## src/u2u8_pkg.sv

```systemverilog
// Package for the UTF-16 to UTF-8 transcoder: types, codes, encoder function.
package u2u8_pkg;

  localparam int unsigned QDepthDefault = 2;

  typedef enum logic [1:0] {
    KIND_DATA  = 2'd0,
    KIND_ERROR = 2'd1,
    KIND_END   = 2'd2
  } kind_e;

  // one classified item waiting for the back end
  typedef struct packed {
    kind_e       kind;
    logic [20:0] cp;
    logic [1:0]  nbytes_m1;
    logic        str_end;
  } job_t;

  function automatic logic [7:0] utf8_byte(input logic [20:0] cp, input logic [1:0] n_m1,
                                           input logic [1:0] idx);
    logic [7:0] b;
    b = 8'h00;
    unique case (n_m1)
      2'd0: b = {1'b0, cp[6:0]};
      2'd1: b = (idx == 2'd0) ? {3'b110, cp[10:6]} : {2'b10, cp[5:0]};
      2'd2: begin
        unique case (idx)
          2'd0:    b = {4'b1110, cp[15:12]};
          2'd1:    b = {2'b10, cp[11:6]};
          default: b = {2'b10, cp[5:0]};
        endcase
      end
      default: begin
        unique case (idx)
          2'd0: b = {5'b11110, cp[20:18]};
          2'd1: b = {2'b10, cp[17:12]};
          2'd2: b = {2'b10, cp[11:6]};
          default: b = {2'b10, cp[5:0]};
        endcase
      end
    endcase
    return b;
  endfunction

endpackage

```

## src/utf16_to_utf8_transcoder.sv

```systemverilog
// Top level of the UTF-16 to UTF-8 transcoder.
//  channel | direction | handshake               | payload
//  in      | input     | in_valid_i / in_stall_o   | code_unit_i, last_unit_i
//  out     | output    | out_valid_o / out_stall_i | kind_o, byte_value_o, last_of_run_o,
//          |           |                           | string_end_o
// An item causes 1 to 4 bytes, one error or end result, or none for a held high
// surrogate or a dropped unit. The back end's single output register, one byte per
// cycle while out_stall_i is low, sets the rate; the front takes a unit per cycle while
// the job queue has room. Reset clears surrogate state, queue and output valid.
// Output stall backs up through the queue to in_stall_o.
module utf16_to_utf8_transcoder import u2u8_pkg::*; #(
  parameter int unsigned QDepth = QDepthDefault
) (
  input  logic        clk_i,
  input  logic        rst_ni,
  input  logic        in_valid_i,
  output logic        in_stall_o,
  input  logic [15:0] code_unit_i,
  input  logic        last_unit_i,
  output logic        out_valid_o,
  input  logic        out_stall_i,
  output logic [1:0]  kind_o,
  output logic [7:0]  byte_value_o,
  output logic        last_of_run_o,
  output logic        string_end_o
);

  logic q_full, push, q_valid, pop;
  job_t job_in, head;

  u2u8_front u_front (
    .clk_i, .rst_ni, .in_valid_i, .in_stall_o, .code_unit_i, .last_unit_i,
    .q_full_i(q_full), .push_o(push), .job_o(job_in)
  );

  u2u8_queue #(.Depth(QDepth)) u_queue (
    .clk_i, .rst_ni, .push_i(push), .job_i(job_in), .full_o(q_full),
    .valid_o(q_valid), .head_o(head), .pop_i(pop)
  );

  u2u8_back u_back (
    .clk_i, .rst_ni, .q_valid_i(q_valid), .q_head_i(head), .pop_o(pop),
    .out_valid_o, .out_stall_i, .kind_o, .byte_value_o, .last_of_run_o, .string_end_o
  );

endmodule

```

## src/u2u8_front.sv

```systemverilog
// Front end: accepts code units, tracks surrogate state, classifies into jobs.
module u2u8_front import u2u8_pkg::*; (
  input  logic        clk_i,
  input  logic        rst_ni,
  input  logic        in_valid_i,
  output logic        in_stall_o,
  input  logic [15:0] code_unit_i,
  input  logic        last_unit_i,
  input  logic        q_full_i,
  output logic        push_o,
  output job_t        job_o
);

  logic [9:0] held_q, held_d;
  logic       pending_q, pending_d;
  logic       failed_q, failed_d;
  logic       accept, is_high, is_low, want_push;

  assign in_stall_o = q_full_i;
  assign accept     = in_valid_i && !q_full_i;
  assign is_high    = (code_unit_i[15:10] == 6'b110110);
  assign is_low     = (code_unit_i[15:10] == 6'b110111);
  assign push_o     = accept && want_push;

  always_comb begin
    held_d          = held_q;
    pending_d       = pending_q;
    failed_d        = failed_q;
    want_push       = 1'b0;
    job_o.kind      = KIND_DATA;
    job_o.cp        = {5'd0, code_unit_i};
    job_o.nbytes_m1 = 2'd0;
    job_o.str_end   = last_unit_i;
    if (failed_q) begin
      if (last_unit_i) begin
        want_push  = 1'b1;
        job_o.kind = KIND_END;
        failed_d   = 1'b0;
      end
    end else if (pending_q && !is_low) begin
      want_push  = 1'b1;
      job_o.kind = KIND_ERROR;
      held_d     = '0;
      pending_d  = 1'b0;
      failed_d   = !last_unit_i;
    end else if (pending_q) begin
      want_push       = 1'b1;
      job_o.cp        = {1'b0, held_q, code_unit_i[9:0]} + 21'h10000;
      job_o.nbytes_m1 = 2'd3;
      held_d          = '0;
      pending_d       = 1'b0;
    end else if (is_low || (is_high && last_unit_i)) begin
      want_push  = 1'b1;
      job_o.kind = KIND_ERROR;
      failed_d   = !last_unit_i;
    end else if (is_high) begin
      held_d    = code_unit_i[9:0];
      pending_d = 1'b1;
    end else begin
      want_push = 1'b1;
      if (code_unit_i < 16'h0080) begin
        job_o.nbytes_m1 = 2'd0;
      end else if (code_unit_i < 16'h0800) begin
        job_o.nbytes_m1 = 2'd1;
      end else begin
        job_o.nbytes_m1 = 2'd2;
      end
    end
  end

  always_ff @(posedge clk_i or negedge rst_ni) begin
    if (!rst_ni) begin
      held_q    <= '0;
      pending_q <= 1'b0;
      failed_q  <= 1'b0;
    end else if (accept) begin
      held_q    <= held_d;
      pending_q <= pending_d;
      failed_q  <= failed_d;
    end
  end

endmodule

```

## src/u2u8_queue.sv

```systemverilog
// Job queue between front and back end.
module u2u8_queue import u2u8_pkg::*; #(
  parameter int unsigned Depth = QDepthDefault
) (
  input  logic clk_i,
  input  logic rst_ni,
  input  logic push_i,
  input  job_t job_i,
  output logic full_o,
  output logic valid_o,
  output job_t head_o,
  input  logic pop_i
);

  localparam int unsigned PtrW = (Depth > 1) ? $clog2(Depth) : 1;
  localparam int unsigned CntW = $clog2(Depth + 1);
  localparam logic [PtrW-1:0] LastPtr = PtrW'(Depth - 1);

  job_t            mem_q [Depth];
  logic [PtrW-1:0] wr_q, rd_q;
  logic [CntW-1:0] cnt_q;

  assign full_o  = (cnt_q == CntW'(Depth));
  assign valid_o = (cnt_q != '0);
  assign head_o  = mem_q[rd_q];

  always_ff @(posedge clk_i) begin
    if (push_i) begin
      mem_q[wr_q] <= job_i;
    end
  end

  always_ff @(posedge clk_i or negedge rst_ni) begin
    if (!rst_ni) begin
      wr_q  <= '0;
      rd_q  <= '0;
      cnt_q <= '0;
    end else begin
      if (push_i) begin
        wr_q <= (wr_q == LastPtr) ? '0 : wr_q + 1'b1;
      end
      if (pop_i) begin
        rd_q <= (rd_q == LastPtr) ? '0 : rd_q + 1'b1;
      end
      if (push_i && !pop_i) begin
        cnt_q <= cnt_q + 1'b1;
      end else if (pop_i && !push_i) begin
        cnt_q <= cnt_q - 1'b1;
      end
    end
  end

endmodule

```

## src/u2u8_back.sv

```systemverilog
// Back end: expands the head job into result items, one per cycle while the output is not stalled.
module u2u8_back import u2u8_pkg::*; (
  input  logic       clk_i,
  input  logic       rst_ni,
  input  logic       q_valid_i,
  input  job_t       q_head_i,
  output logic       pop_o,
  output logic       out_valid_o,
  input  logic       out_stall_i,
  output logic [1:0] kind_o,
  output logic [7:0] byte_value_o,
  output logic       last_of_run_o,
  output logic       string_end_o
);

  logic [1:0] idx_q;
  logic       valid_q;
  logic [1:0] kind_q;
  logic [7:0] byte_q;
  logic       lor_q, send_q;
  logic       advance, final_one;

  assign advance   = q_valid_i && (!valid_q || !out_stall_i);
  assign final_one = (idx_q == q_head_i.nbytes_m1);
  assign pop_o     = advance && final_one;

  always_ff @(posedge clk_i or negedge rst_ni) begin
    if (!rst_ni) begin
      valid_q <= 1'b0;
      idx_q   <= '0;
    end else begin
      if (advance) begin
        valid_q <= 1'b1;
        idx_q   <= final_one ? 2'd0 : idx_q + 1'b1;
      end else if (!out_stall_i) begin
        valid_q <= 1'b0;
      end
    end
  end

  always_ff @(posedge clk_i) begin
    if (advance) begin
      kind_q <= q_head_i.kind;
      byte_q <= (q_head_i.kind == KIND_DATA) ?
                utf8_byte(q_head_i.cp, q_head_i.nbytes_m1, idx_q) : 8'h00;
      lor_q  <= final_one;
      send_q <= final_one && q_head_i.str_end;
    end
  end

  assign out_valid_o   = valid_q;
  assign kind_o        = kind_q;
  assign byte_value_o  = byte_q;
  assign last_of_run_o = lor_q;
  assign string_end_o  = send_q;

endmodule

```

## config.mk

```make
export PLATFORM = sky130hd
export DESIGN_NAME = utf16_to_utf8_transcoder
export DESIGN_NICKNAME = d
export VERILOG_FILES = /design/src/u2u8_pkg.sv /design/src/utf16_to_utf8_transcoder.sv /design/src/u2u8_front.sv /design/src/u2u8_queue.sv /design/src/u2u8_back.sv
export SDC_FILE = /design/constraint.sdc
export NUM_CORES = 1
export LEC_CHECK = 0
export BUFFER_PORTS_ARGS = -buffer_cell sky130_fd_sc_hd__buf_2
export CAP_MARGIN = 40
export CELL_PAD_IN_SITES_DETAIL_PLACEMENT = 1
export CELL_PAD_IN_SITES_GLOBAL_PLACEMENT = 2
export CORE_UTILIZATION = 38
export DETAILED_ROUTE_END_ITERATION = 16
export GPL_ROUTABILITY_DRIVEN = 0
export PLACE_DENSITY_LB_ADDON = 0.1
export SETUP_SLACK_MARGIN = 0.3
export SLEW_MARGIN = 0
export SYNTH_ARGS = -nofsm -noshare
export SYNTH_HDL_FRONTEND = slang
export SYNTH_SLANG_ARGS = --single-unit
```

## constraint.sdc

```tcl
create_clock -name clk_i -period 2.8 [get_ports clk_i]
set_input_delay 0.28 -clock clk_i [delete_from_list [all_inputs] [get_ports clk_i]]
set_output_delay 0.28 -clock clk_i [all_outputs]
set_load 0.01 [all_outputs]
```

==> results.yml <==
clock_tree:
  clk_pin_slew_worst_paths_ps: 80
  cts_inserted_buffers: 9
  clockBufferDepth: 2
  cts_hold_buf: 1
  tritoncts: "built"
  clock_latency_ps: 340
  post_cts_buffers: 0
  cts_root_buffer: "clkbuf_8"
  cts.sinks: 83
  htreeDepth: 3
  cts_resized: 0
layout:
  area_growth_syn_to_layout_pct: 13.4
  n_fill_cell: 1049
  final_cell_area_um2: 4450
  drive_above_1_share_pct: 27.7
  layoutNonFillerInstCount: 472
  finalCoreUtilization_pct: 44.9
  layout.nets: 362
  final_cell_mix: "64 x edfxtp_1, 34 x buf_2, 30 x mux2_2"
  seq_area_um2: 2400
  layout_commonest_cell: "edfxtp_1"
  multi_input_area_um2: 1420
  num_antenna_cells: 0
floorplan:
  fp-row-count: 36
  fp.dieW_um: 104
  initial_core_util_pct: 39.6
  die_area_um2: 10700
  fp.dieH_um: 104
  io_pins: 35
  fp.coreArea_um2: 9910
yosys:
  netlist_top_cells_area: "edfxtp_1 49%, dfrtp_1 12%, mux2_2 8.6%, ha_1 2.2%, nor2_1 2.2%"
  netlist_instances: 291
  syn_nets: 319
  syn_area_per_cell_um2: 13.5
  ys_async_sr_fraction_pct: 22.9
  seq_area_frac_synth_pct: 61.1
  yosys_warnings: 0
  ys_ff_latch: 83
  netlist_area_um2: 3920
  synth_top_area_cell: "edfxtp_1"
  yosys.area.top_type_share_pct: 49.0
  synth_flop_cell: "edfxtp_1"
  synth_edf_count: 64
  synth_cell_type_count: 49
power:
  finalPower_mw: 4.46
  p_leak_nw: 1.68
  peakVddDrop_uv: 302
  powerDensity_nw_per_um2: 1000
setup_path:
  cp_max_fo: 25
  critical-path-max-stage-delay_ps: 700
  cpMaxStageDelayCell: "dfrtp_1"
  start_kind: "flip-flop"
  crit_buf_inv: 1
  endpoint_kind: "flip-flop"
  crit_type: "reg2reg"
  path_cells: "buf_12 > mux2_4 > nor2_1 > nand2_1 > a21o_1 > a31oi_1"
  arrival_ps: 2470
  worstPathRequired_ps: 3000
  crit_family: "flip-flops"
placed_design:
  dp_hpwl_mm: 6.16
  dp_cells: 455
  port_buffers: 34
  place_area_um2: 4250
global_route:
  track_usage_pct: 16.9
  overflow: 0
  grt_start_max_net_pins: 27
  grt_pass1_vias: 2514
  antenna_found_initial: 0
  grt_first_pass_wirelength_mm: 13.6
hold_path:
  hp-class: "in2reg"
detailed_routing:
  routed_wl_mm: 8.44
  route.antenna.remaining_nets: 0
  drc: 0
  num_vias: 2464
  post_drt_wl_per_cell_um: 17.9
  vias_per_cell: 5.22
  drtPass1Iterations: 4
  drt-initial-drc-count: 77
sta:
  setup_viol: 0
  max_slew_margin_pct: 55.8
  rsz0062_at_grt: "false"
  finalHoldViolations: 0
  fin_tns_setup_ps: 0
  post-route-period-util_pct: 81.1
  fmax_ghz: 0.440
  slew_viol_final: 0
  worst_pin_slew_ps: 663
  clock_skew_ps: 5.94
  period_needed_ps: 2270
job:
  max_cap_violations: 0
status:
  status: "finished, final reports clean"
-- routing by layer --
layer / part of all wire [%] / global-route usage (%)
met3: 3.3 / 3.65
met4: 1.6 / 7.14
met5: 0 / 0
met2: 46 / 25.4
met1: 49 / 23.5
-- path summary, 6_finish.rpt --
kind                                   from                     end  slack [ps]  cells past startpoint
min reg2reg                u_queue.cnt_q[1]        u_queue.cnt_q[1]         500                      1
max                            u_queue.rd_q  u_back.byte_value_o[4]         530                      6
min                          code_unit_i[0]     u_queue.mem_q[0][3]         150                      1
max reg2reg                    u_queue.rd_q  u_back.byte_value_o[4]         530                      6
min in group asynchronous            rst_ni         u_back.idx_q[0]         420                      2
max in group asynchronous            rst_ni       u_front.held_q[3]        2060                      2
-- power breakdown --
group,switching [mW],internal (mW)
Clock,0.418,0.409
Sequential,0.183,1.75
Combinational,0.968,0.724
-- logic make-up (layout without fill, tap and decap cells) --
family	Yosys count	count (layout)	share of synthesized area, %
mux	41	41	12.3
buf+inv	18	66	2.65
fa+ha+maj	7	7	2.23
xor+xnor	10	10	2.23
flops	83	83	61.1
simple gates	76	76	9.83
compound gates	56	56	9.63
-- flip-flops by register name, indices dropped and copies added (netlist names) --
register,count
u_back.kind_o,2
u_queue.mem_q,52
u_queue.cnt_q,2
u_queue.wr_q,1
u_front.pending_q,1
u_back.out_valid_o,1
u_back.string_end_o,1
u_back.idx_q,2
u_front.held_q,10
u_back.last_of_run_o,1
u_back.byte_value_o,8
u_queue.rd_q,1
u_front.failed_q,1
-- synthesized netlist by cell type, types with 2 or more instances --
cell	count
dfrtp_1	19
a211o_1	3
mux2i_1	7
nor3_1	2
a22o_1	2
nand3_1	7
or3_1	3
a31oi_1	6
nor2_1	23
ha_1	7
inv_1	8
o211ai_1	3
o22ai_1	2
o21ai_0	7
and2_1	3
mux2i_4	2
a22oi_1	6
o21a_1	2
mux2_2	30
edfxtp_1	64
clkbuf_1	5
nand2_1	16
or4_1	2
xor2_1	5
a21oi_1	14
nor2_2	2
xnor2_1	5
nor2b_1	11
mux2_4	2
o31ai_1	2
buf_6	2
a21o_1	2
-- area by class of cell --
class | count | share of cell area [%]
clock inverters | 5 | 1.21
inverters | 8 | 0.675
multi-input cells | 190 | 32.0
flip-flops and latches | 83 | 53.9
well taps | 133 | 3.74
repair buffers | 42 | 5.51
clock buffers | 11 | 2.95
-- stage by stage --
stage | hold slack [ps] | setup slack [ps]
after floorplan | -15.6 | 622
after global placement | 266 | 592
after detailed placement | 268 | 537
after CTS | 119 | 519
after global routing | 129 | 344
final | 147 | 529
Note: power is estimated with default switching activity, not from simulation.
